==> src/rtl/spt_pkg.sv <==
// Shared types and constants for the sorted pair table with nearest step.
`timescale 1ns / 1ps

package spt_pkg;

    localparam int DIM_W        = 14;
    localparam int COUNT_W      = 6;
    localparam int STATUS_W     = 3;
    localparam int AREA_W       = 2 * DIM_W;
    localparam int IN_TDATA_W   = 32;
    localparam int OUT_TDATA_W  = 40;
    localparam int IN_PAD_W     = IN_TDATA_W - (2 * DIM_W + 2);
    localparam int OUT_PAD_W    = OUT_TDATA_W - (2 * DIM_W + COUNT_W);

    localparam logic ACT_INSERT = 1'b0;
    localparam logic ACT_STEP   = 1'b1;

    localparam logic [1:0] DIR_NEXT = 2'b01;

    typedef enum logic [STATUS_W-1:0] {
        ST_INSERTED  = 3'd0,
        ST_DUPLICATE = 3'd1,
        ST_FULL      = 3'd2,
        ST_EXACT     = 3'd3,
        ST_NEAREST   = 3'd4,
        ST_EMPTY     = 3'd5
    } status_t;

    typedef struct packed {
        logic             load_want;
        logic [DIM_W-1:0] op_a;
        logic [DIM_W-1:0] op_b;
    } area_req_t;

endpackage

==> src/rtl/spt_ram.sv <==
// Generic single-write, single-read RAM with registered read data.
`timescale 1ns / 1ps

module spt_ram #(
    parameter int WIDTH = 28,
    parameter int DEPTH = 32
) (
    input  logic                     clk,
    input  logic                     we,
    input  logic [$clog2(DEPTH)-1:0] waddr,
    input  logic [WIDTH-1:0]         wdata,
    input  logic [$clog2(DEPTH)-1:0] raddr,
    output logic [WIDTH-1:0]         rdata
);

    logic [WIDTH-1:0] mem_reg [DEPTH];
    logic [WIDTH-1:0] rdata_reg;

    always_ff @(posedge clk)
    begin
        if (we)
        begin
            mem_reg[waddr] <= wdata;
        end
        rdata_reg <= mem_reg[raddr];
    end

    assign rdata = rdata_reg;

endmodule

==> src/rtl/spt_area_unit.sv <==
// Shared area unit: multiplies a pair and returns its distance to a held target area.
`timescale 1ns / 1ps

module spt_area_unit (
    input  logic                          clk,
    input  spt_pkg::area_req_t            req,
    output logic [spt_pkg::AREA_W-1:0]    diff
);

    logic [spt_pkg::AREA_W-1:0] prod_reg;
    logic [spt_pkg::AREA_W-1:0] want_reg;
    logic [spt_pkg::AREA_W-1:0] diff_reg;

    always_ff @(posedge clk)
    begin
        prod_reg <= spt_pkg::AREA_W'(req.op_a) * spt_pkg::AREA_W'(req.op_b);
        if (req.load_want)
        begin
            want_reg <= prod_reg;
        end
        diff_reg <= (prod_reg >= want_reg) ? (prod_reg - want_reg) : (want_reg - prod_reg);
    end

    assign diff = diff_reg;

endmodule

==> src/rtl/sorted_pair_table_nearest_step.sv <==
// Top level of the sorted pair table: sequencer, table memory and shared area unit.
`timescale 1ns / 1ps
// The block keeps up to TABLE_DEPTH width/height pairs sorted by width, then height.
// Input beats arrive on s_tvalid/s_tready with the action on s_tuser; every input beat
// gives exactly one output beat on m_tvalid/m_tready, with the status on m_tuser.
// An insert adds a pair at its sorted place unless the table is full or holds it.
// A step finds the exact pair, or else the entry of closest area, moves at most one
// entry by the direction and returns that entry; a step on an empty table echoes the input.
// One item is worked at a time and s_tready is low until its result is registered.
// The table memory is scanned one entry a cycle through its single read port, then later
// entries shift one a cycle. An insert into a full table and a step on an empty table
// skip the scan. The result beat is registered as the block returns to idle. The result
// sits in an output register, so a new item is taken while it waits; if the receiver
// still stalls when the next result is ready, the block holds that result internally
// until the output register frees. Reset empties the table and drops any beat in
// flight; the table memory itself needs no clearing.
module sorted_pair_table_nearest_step #(
    parameter int TABLE_DEPTH = 32
) (
    input  logic                              clk,
    input  logic                              rst_n,
    input  logic                              s_tvalid,
    output logic                              s_tready,
    input  logic [spt_pkg::IN_TDATA_W-1:0]    s_tdata,  // pair_width, pair_height, step_direction
    input  logic                              s_tuser,  // action
    output logic                              m_tvalid,
    input  logic                              m_tready,
    output logic [spt_pkg::OUT_TDATA_W-1:0]   m_tdata,  // result_width, result_height, entry_count
    output logic [spt_pkg::STATUS_W-1:0]      m_tuser   // status
);

    localparam int IW = $clog2(TABLE_DEPTH);
    localparam int CW = $clog2(TABLE_DEPTH + 1);
    localparam int DW = spt_pkg::DIM_W;

    typedef enum logic [2:0] {
        S_IDLE,
        S_LOAD,
        S_SCAN,
        S_SHIFT,
        S_WRITE,
        S_PICK,
        S_FETCH,
        S_FINISH
    } state_t;

    state_t state_reg;

    logic                       act_reg;
    logic [DW-1:0]              w_reg;
    logic [DW-1:0]              h_reg;
    logic [1:0]                 dir_reg;
    logic [CW-1:0]              count_reg;
    logic [CW-1:0]              rd_idx_reg;
    logic                       want_load_reg;
    logic                       v1_reg, v2_reg, v3_reg;
    logic [IW-1:0]              idx1_reg, idx2_reg, idx3_reg;
    logic                       exact_found_reg;
    logic [IW-1:0]              exact_idx_reg;
    logic                       after_found_reg;
    logic [IW-1:0]              at_reg;
    logic                       best_any_reg;
    logic [spt_pkg::AREA_W-1:0] closest_gap_reg;
    logic [IW-1:0]              best_idx_reg;
    logic                       sh_more_reg;
    logic [IW-1:0]              sh_idx_reg;
    logic                       sh_wv_reg;
    logic [IW-1:0]              sh_wa_reg;
    logic [IW-1:0]              cur_reg;
    logic [DW-1:0]              res_w_reg;
    logic [DW-1:0]              res_h_reg;
    spt_pkg::status_t           res_status_reg;
    logic                       out_valid_reg;
    logic [DW-1:0]              out_w_reg;
    logic [DW-1:0]              out_h_reg;
    logic [spt_pkg::COUNT_W-1:0] out_count_reg;
    spt_pkg::status_t           out_status_reg;

    logic [2*DW-1:0]            rdata;
    logic [DW-1:0]              rd_w;
    logic [DW-1:0]              rd_h;
    logic [IW-1:0]              raddr;
    logic                       we;
    logic [IW-1:0]              waddr;
    logic [2*DW-1:0]            wdata;
    spt_pkg::area_req_t         area_req;
    logic [spt_pkg::AREA_W-1:0] diff;
    logic                       scan_issue;
    logic                       scan_done;
    logic                       eq1;
    logic                       after1;
    logic                       s_accept;
    logic                       out_free;
    logic [IW-1:0]              base_idx;
    logic [IW-1:0]              cur_sel;

    assign rd_w = rdata[DW-1:0];
    assign rd_h = rdata[2*DW-1:DW];

    assign s_accept   = s_tvalid && s_tready;
    assign out_free   = !out_valid_reg || m_tready;
    assign scan_issue = (state_reg == S_SCAN) && (rd_idx_reg < count_reg);
    assign scan_done  = (state_reg == S_SCAN) && !scan_issue && !v1_reg && !v2_reg && !v3_reg;
    assign eq1        = (rd_w == w_reg) && (rd_h == h_reg);
    assign after1     = (rd_w > w_reg) || ((rd_w == w_reg) && (rd_h > h_reg));

    always_comb
    begin
        base_idx = exact_found_reg ? exact_idx_reg : best_idx_reg;
        cur_sel  = base_idx;
        if (dir_reg == spt_pkg::DIR_NEXT)
        begin
            if ((CW'(base_idx) + CW'(1)) < count_reg)
            begin
                cur_sel = base_idx + IW'(1);
            end
        end
        else if (dir_reg[1])
        begin
            if (base_idx != '0)
            begin
                cur_sel = base_idx - IW'(1);
            end
        end
    end

    always_comb
    begin
        case (state_reg)
            S_SHIFT: raddr = sh_idx_reg;
            S_PICK:  raddr = cur_reg;
            default: raddr = rd_idx_reg[IW-1:0];
        endcase
    end

    assign we    = ((state_reg == S_SHIFT) && sh_wv_reg) || (state_reg == S_WRITE);
    assign waddr = (state_reg == S_WRITE) ? at_reg : sh_wa_reg;
    assign wdata = (state_reg == S_WRITE) ? {h_reg, w_reg} : rdata;

    assign area_req.load_want = want_load_reg;
    assign area_req.op_a      = (state_reg == S_LOAD) ? w_reg : rd_w;
    assign area_req.op_b      = (state_reg == S_LOAD) ? h_reg : rd_h;

    spt_ram #(
        .WIDTH (2 * DW),
        .DEPTH (TABLE_DEPTH)
    ) u_table (
        .clk   (clk),
        .we    (we),
        .waddr (waddr),
        .wdata (wdata),
        .raddr (raddr),
        .rdata (rdata)
    );

    spt_area_unit u_area (
        .clk  (clk),
        .req  (area_req),
        .diff (diff)
    );

    always_ff @(posedge clk or negedge rst_n)
    begin
        if (!rst_n)
        begin
            state_reg       <= S_IDLE;
            act_reg         <= spt_pkg::ACT_INSERT;
            w_reg           <= '0;
            h_reg           <= '0;
            dir_reg         <= '0;
            count_reg       <= '0;
            rd_idx_reg      <= '0;
            want_load_reg   <= 1'b0;
            v1_reg          <= 1'b0;
            v2_reg          <= 1'b0;
            v3_reg          <= 1'b0;
            idx1_reg        <= '0;
            idx2_reg        <= '0;
            idx3_reg        <= '0;
            exact_found_reg <= 1'b0;
            exact_idx_reg   <= '0;
            after_found_reg <= 1'b0;
            at_reg          <= '0;
            best_any_reg    <= 1'b0;
            closest_gap_reg <= '0;
            best_idx_reg    <= '0;
            sh_more_reg     <= 1'b0;
            sh_idx_reg      <= '0;
            sh_wv_reg       <= 1'b0;
            sh_wa_reg       <= '0;
            cur_reg         <= '0;
            res_w_reg       <= '0;
            res_h_reg       <= '0;
            res_status_reg  <= spt_pkg::ST_INSERTED;
            out_valid_reg   <= 1'b0;
            out_w_reg       <= '0;
            out_h_reg       <= '0;
            out_count_reg   <= '0;
            out_status_reg  <= spt_pkg::ST_INSERTED;
        end
        else
        begin
            want_load_reg <= (state_reg == S_LOAD);
            v1_reg        <= scan_issue;
            idx1_reg      <= rd_idx_reg[IW-1:0];
            v2_reg        <= v1_reg;
            idx2_reg      <= idx1_reg;
            v3_reg        <= v2_reg;
            idx3_reg      <= idx2_reg;

            if (out_valid_reg && m_tready && (state_reg != S_FINISH))
            begin
                out_valid_reg <= 1'b0;
            end

            if (scan_issue)
            begin
                rd_idx_reg <= rd_idx_reg + CW'(1);
            end

            if (v1_reg && eq1 && !exact_found_reg)
            begin
                exact_found_reg <= 1'b1;
                exact_idx_reg   <= idx1_reg;
            end
            if (v1_reg && after1 && !after_found_reg)
            begin
                after_found_reg <= 1'b1;
                at_reg          <= idx1_reg;
            end
            if (v3_reg && (!best_any_reg || (diff < closest_gap_reg)))
            begin
                best_any_reg    <= 1'b1;
                closest_gap_reg <= diff;
                best_idx_reg    <= idx3_reg;
            end

            case (state_reg)
                S_IDLE:
                begin
                    if (s_accept)
                    begin
                        act_reg   <= s_tuser;
                        w_reg     <= s_tdata[DW-1:0];
                        h_reg     <= s_tdata[2*DW-1:DW];
                        dir_reg   <= s_tdata[2*DW+1:2*DW];
                        res_w_reg <= s_tdata[DW-1:0];
                        res_h_reg <= s_tdata[2*DW-1:DW];
                        state_reg <= S_LOAD;
                    end
                end
                S_LOAD:
                begin
                    rd_idx_reg      <= '0;
                    exact_found_reg <= 1'b0;
                    after_found_reg <= 1'b0;
                    best_any_reg    <= 1'b0;
                    if ((act_reg == spt_pkg::ACT_INSERT) && (count_reg >= CW'(TABLE_DEPTH)))
                    begin
                        res_status_reg <= spt_pkg::ST_FULL;
                        state_reg      <= S_FINISH;
                    end
                    else if ((act_reg == spt_pkg::ACT_STEP) && (count_reg == '0))
                    begin
                        res_status_reg <= spt_pkg::ST_EMPTY;
                        state_reg      <= S_FINISH;
                    end
                    else
                    begin
                        state_reg <= S_SCAN;
                    end
                end
                S_SCAN:
                begin
                    if (scan_done)
                    begin
                        if (act_reg == spt_pkg::ACT_INSERT)
                        begin
                            if (exact_found_reg)
                            begin
                                res_status_reg <= spt_pkg::ST_DUPLICATE;
                                state_reg      <= S_FINISH;
                            end
                            else
                            begin
                                if (!after_found_reg)
                                begin
                                    at_reg <= count_reg[IW-1:0];
                                end
                                sh_more_reg <= after_found_reg;
                                sh_idx_reg  <= count_reg[IW-1:0] - IW'(1);
                                sh_wv_reg   <= 1'b0;
                                state_reg   <= S_SHIFT;
                            end
                        end
                        else
                        begin
                            cur_reg        <= cur_sel;
                            res_status_reg <= exact_found_reg ? spt_pkg::ST_EXACT
                                                              : spt_pkg::ST_NEAREST;
                            state_reg      <= S_PICK;
                        end
                    end
                end
                S_SHIFT:
                begin
                    sh_wv_reg <= sh_more_reg;
                    sh_wa_reg <= sh_idx_reg + IW'(1);
                    if (sh_more_reg)
                    begin
                        if (sh_idx_reg == at_reg)
                        begin
                            sh_more_reg <= 1'b0;
                        end
                        else
                        begin
                            sh_idx_reg <= sh_idx_reg - IW'(1);
                        end
                    end
                    else if (!sh_wv_reg)
                    begin
                        state_reg <= S_WRITE;
                    end
                end
                S_WRITE:
                begin
                    count_reg      <= count_reg + CW'(1);
                    res_status_reg <= spt_pkg::ST_INSERTED;
                    state_reg      <= S_FINISH;
                end
                S_PICK:
                begin
                    state_reg <= S_FETCH;
                end
                S_FETCH:
                begin
                    res_w_reg <= rd_w;
                    res_h_reg <= rd_h;
                    state_reg <= S_FINISH;
                end
                S_FINISH:
                begin
                    if (out_free)
                    begin
                        out_valid_reg  <= 1'b1;
                        out_w_reg      <= res_w_reg;
                        out_h_reg      <= res_h_reg;
                        out_count_reg  <= spt_pkg::COUNT_W'(count_reg);
                        out_status_reg <= res_status_reg;
                        state_reg      <= S_IDLE;
                    end
                    else
                    begin
                        out_valid_reg <= out_valid_reg;
                    end
                end
                default:
                begin
                    state_reg <= S_IDLE;
                end
            endcase
        end
    end

    assign s_tready = (state_reg == S_IDLE);
    assign m_tvalid = out_valid_reg;
    assign m_tdata  = {{spt_pkg::OUT_PAD_W{1'b0}}, out_count_reg, out_h_reg, out_w_reg};
    assign m_tuser  = out_status_reg;

endmodule

==> config.mk <==
export PLATFORM = sky130hd
export DESIGN_NAME = sorted_pair_table_nearest_step
export DESIGN_NICKNAME = d
export VERILOG_FILES = /design/src/rtl/spt_pkg.sv /design/src/rtl/spt_ram.sv /design/src/rtl/spt_area_unit.sv /design/src/rtl/sorted_pair_table_nearest_step.sv
export SDC_FILE = /design/constraint.sdc
export NUM_CORES = 2
export LEC_CHECK = 0
export BUFFER_PORTS_ARGS = -buffer_cell sky130_fd_sc_hd__buf_2
export CORE_MARGIN = 8
export CORE_UTILIZATION = 55
export CTS_BUF_LIST = sky130_fd_sc_hd__clkbuf_4 sky130_fd_sc_hd__clkbuf_8
export DETAILED_ROUTE_END_ITERATION = 10
export GPL_ROUTABILITY_DRIVEN = 0
export HOLD_SLACK_MARGIN = 0.03
export PLACE_DENSITY = 0.71
export SLEW_MARGIN = 20
export SYNTH_ARGS = -nofsm -noshare
export SYNTH_HDL_FRONTEND = slang
export SYNTH_SLANG_ARGS = --single-unit
==> constraint.sdc <==
create_clock -name clk -period 12.35 [get_ports clk]
set_input_delay 1.8525 -clock clk [delete_from_list [all_inputs] [get_ports clk]]
set_output_delay 1.8525 -clock clk [all_outputs]
set_load 0.01 [all_outputs]
==> run summary <==
The run finished with clean final reports. Setup violations remaining at the end of the flow were counted as 0. Counting both buffers and inverters, the worst setup path holds a total of 7. In this run the deepest clock path goes through 3 buffers. The final layout contains 4,402 nets.

Counting flops with an async set or reset pin after synthesis yields a share of 16.3%. Clock latency on the worst-skew pair, taken at its later pin, is 900 ps. Counting tap cells, the placed design contains a total of 5,191 instances. For the post-CTS setup buffer count, the log shows 0. The region available for standard cell placement spans 0.103 mm². The largest net degree at the start of global routing is 159. The tools report the area of the die as 0.114 mm². The worst register-to-register path ends at u_area.prod_reg[25]. The run gives 3 as the initial antenna violation count.

Clock tree synthesis found a total of 1,205 sinks. For this run, the number of Yosys warnings is 0. For the wire length of the first global-routing pass, the log shows 203 mm. Grouping stages by cell kind, the critical path spends the most delay in adder cells. The final critical delay including setup and external delays came out at 8380 ps.

Setup repair after global routing left no endpoint under its margin. The number of design-rule violations left by the first detailed-router iteration came out at 3,396. Worst-case reg-to-reg path depth: 26.

For this configuration, the core starts out at a cell density of 55.2%. The measured slew at the worst slew-check pin works out to 1100 ps. The worst flop-to-flop path startpoint was state_reg[0].

In this run the remaining antenna-violating nets after routing total 0. During I/O placement, the number of pins put on the boundary was 82. For this run, the detailed router's first-pass iteration total came to 7. Hold repair after CTS inserted 0 buffers.

The worst path uses 67.9% of the clock period. The tools report the startpoint of the worst hold path as idx2_reg[3]. Launching element type of the critical path: a flip-flop. Wires add up to 134 mm. The die is 337 µm tall.

The overall die width was 337 µm. Worst setup path category: reg2reg. In this run, CTS created clock tree buffers numbering 189. The clock skew after layout is 53.5 ps, and the overall routing resource usage is 23.7%. Measured against its own limit, the worst slew margin works out to 26.4%.

The tools report the highest clock rate as 119 MHz. The mean instance size in the synthesized netlist is 14.9 µm², and the estimated wirelength of the detail-placed design is 82.9 mm. Counting instances, the worst hold path has a depth of 0. Once layout is complete, the cells apart from fillers number 5,550. The initialized floorplan defines 118 standard-cell rows. The total count of hold-check failures in the final report is 0, and the number of synthesized flops with an enable pin is 924. Across all layers, the routed design uses 32,900 vias. The depth of the CTS H-tree came out at 4. The area added between synthesis and finish works out to 11.6%.

The tightest min-delay check is of the reg2reg type. Average wire per standard cell: 24.2 µm. The most used flip-flop cell after synthesis is edfxtp_1. After synthesis the netlist holds a flip-flop and latch count of 1,205.

Max capacitance violation total: 0. The total overflow left after global routing is 0. The path with the worst hold slack has its endpoint at idx3_reg[3]. The count of input and output buffers works out to 73. The number of instances in the synthesized netlist came out at 3,818. TritonCTS built the clock tree. For the sequential area share after synthesis, the log shows 60.5%. The register with the most flip-flops in the layout has 896 of them.

Fraction of layout instances using a drive strength above 1: 23.5%. For the worst setup path, the data arrival time is 9110 ps. The via count of the first global-routing pass was 33,400; the area of the mapped netlist was 0.0568 mm². The worst setup path is captured at a flip-flop. In this run the clock root is driven by a clkbuf_8. Gates resized during post-CTS repair numbered 0. Clock transition at the registers of the reported paths: 60 ps.

On the critical path, the stage with the largest delay is an instance of dfrtp_1. The run gives 0 ps as the setup total negative slack. The delay contributed by the slowest stage of the critical path came out at 770 ps. The setup check on the worst reg-to-reg path leaves a slack of 3970 ps.

Required time of the worst setup path: 13,080 ps. The detailed-route DRC error count is 0. Using the TritonRoute via totals, the vias-per-cell ratio works out to 5.93. The biggest fanout along the worst timing path was 64. Yosys mapped the design onto 75 distinct sky130hd cell types. The run gives 0 as the max-slew violation total from the final report.
-- cell type report --
class,instances,area (µm²)
Fill cell,7647,39500
Timing Repair Buffer,146,968
Sequential cell,1205,34400
Inverter,312,1170
Clock buffer,276,3400
Multi-Input combinational cell,2149,21000
Clock inverter,81,742
Tap cell,1380,1730
Antenna cell,1,2.50
-- worst max-delay path by stage --
stage | start | slack, ps | endpoint | cells past startpoint
3_3_place_gp | state_reg[0] | 4110 | u_area.prod_reg[25] | 26
2_1_floorplan | state_reg[0] | 5040 | u_area.prod_reg[25] | 29
5_1_grt | state_reg[0] | 3550 | u_area.prod_reg[25] | 26
6_report | state_reg[0] | 3970 | u_area.prod_reg[25] | 26
4_1_cts | state_reg[0] | 4030 | u_area.prod_reg[25] | 26
3_5_place_dp | state_reg[0] | 4100 | u_area.prod_reg[25] | 26
-- cell usage in the layout (no fill, tap or decap), drive strengths merged, types with 66 or more instances in the layout --
master,Yosys,final
a21o,70,70
a21oi,100,100
buf,67,146
clkbuf,90,276
dfrtp,197,197
dfxtp,84,84
edfxtp,924,924
fa,143,143
ha,219,219
inv,312,322
mux2,219,219
mux4,224,224
nand2,326,326
nor2,216,216
o21ai,133,133
o22ai,66,66
-- metrics by stage --
stage / util, % / setup WS (ps) / instance area, µm² / hold WS (ps)
2_1_floorplan: - / 5040 / 56800 / 331
3_3_place_gp: 57.4 / 4110 / 59100 / 331
3_5_place_dp: 57.4 / 4100 / 59100 / 335
4_1_cts: 61.4 / 4030 / 63200 / 348
5_1_grt: 61.6 / 3550 / 63400 / 355
6_report: 61.6 / 3970 / 63400 / 347
-- synth_stat cells, types with 9 or more instances --
master    count  area (µm²)
dfxtp_1      84        1680
nand2b_1     26         163
edfxtp_1    924       27700
o21a_1       15         113
buf_4        10        75.1
o211ai_1     13        97.6
a31oi_1      11        68.8
mux2_2      214        2410
fa_1        143        2860
nand2_1     326        1220
mux2i_1      49         490
nand4_1      23         144
a21oi_1      99         495
ha_1        219        2740
dfrtp_1     197        4930
nor3_1       21         105
o21ai_0     131         656
inv_1       312        1170
nor2_1      216         811
o22ai_1      66         413
nor2b_1      13        81.3
buf_6        18         203
clkbuf_1     90         338
o221ai_1      9        78.8
buf_2        33         165
a21o_1       70         526
mux4_2      224        5040
xnor2_1      52         455
nand3_1      57         285
o21bai_1      9        67.6
xor2_1       22         193
-- kinds of logic (layout without fill, tap and decap cells) --
family          after synthesis  in the layout  synth area share [%]
compound gates              485            485                  5.38
xor+xnor                     74             74                  1.14
fa+ha+maj                   362            362                  9.87
buf+inv                     469            815                  3.48
flops                      1205           1205                  60.5
mux                         492            492                  14.1
other cells                   1              7               0.00660
simple gates                730            730                  5.54
-- per-layer routing --
layer / GRT usage (%) / share of wire (%) / up-vias
met3: 4.27 / 7.7 / 261
met4: 7.75 / 2.8 / 0
li1: - / - / 14500
met1: 32.2 / 41 / 16800
met2: 38.9 / 49 / 1318
met5: 0 / 0 / -
Power is not shown: default switching activity piles up to over one toggle a cycle in this logic, so the estimate is an artifact.
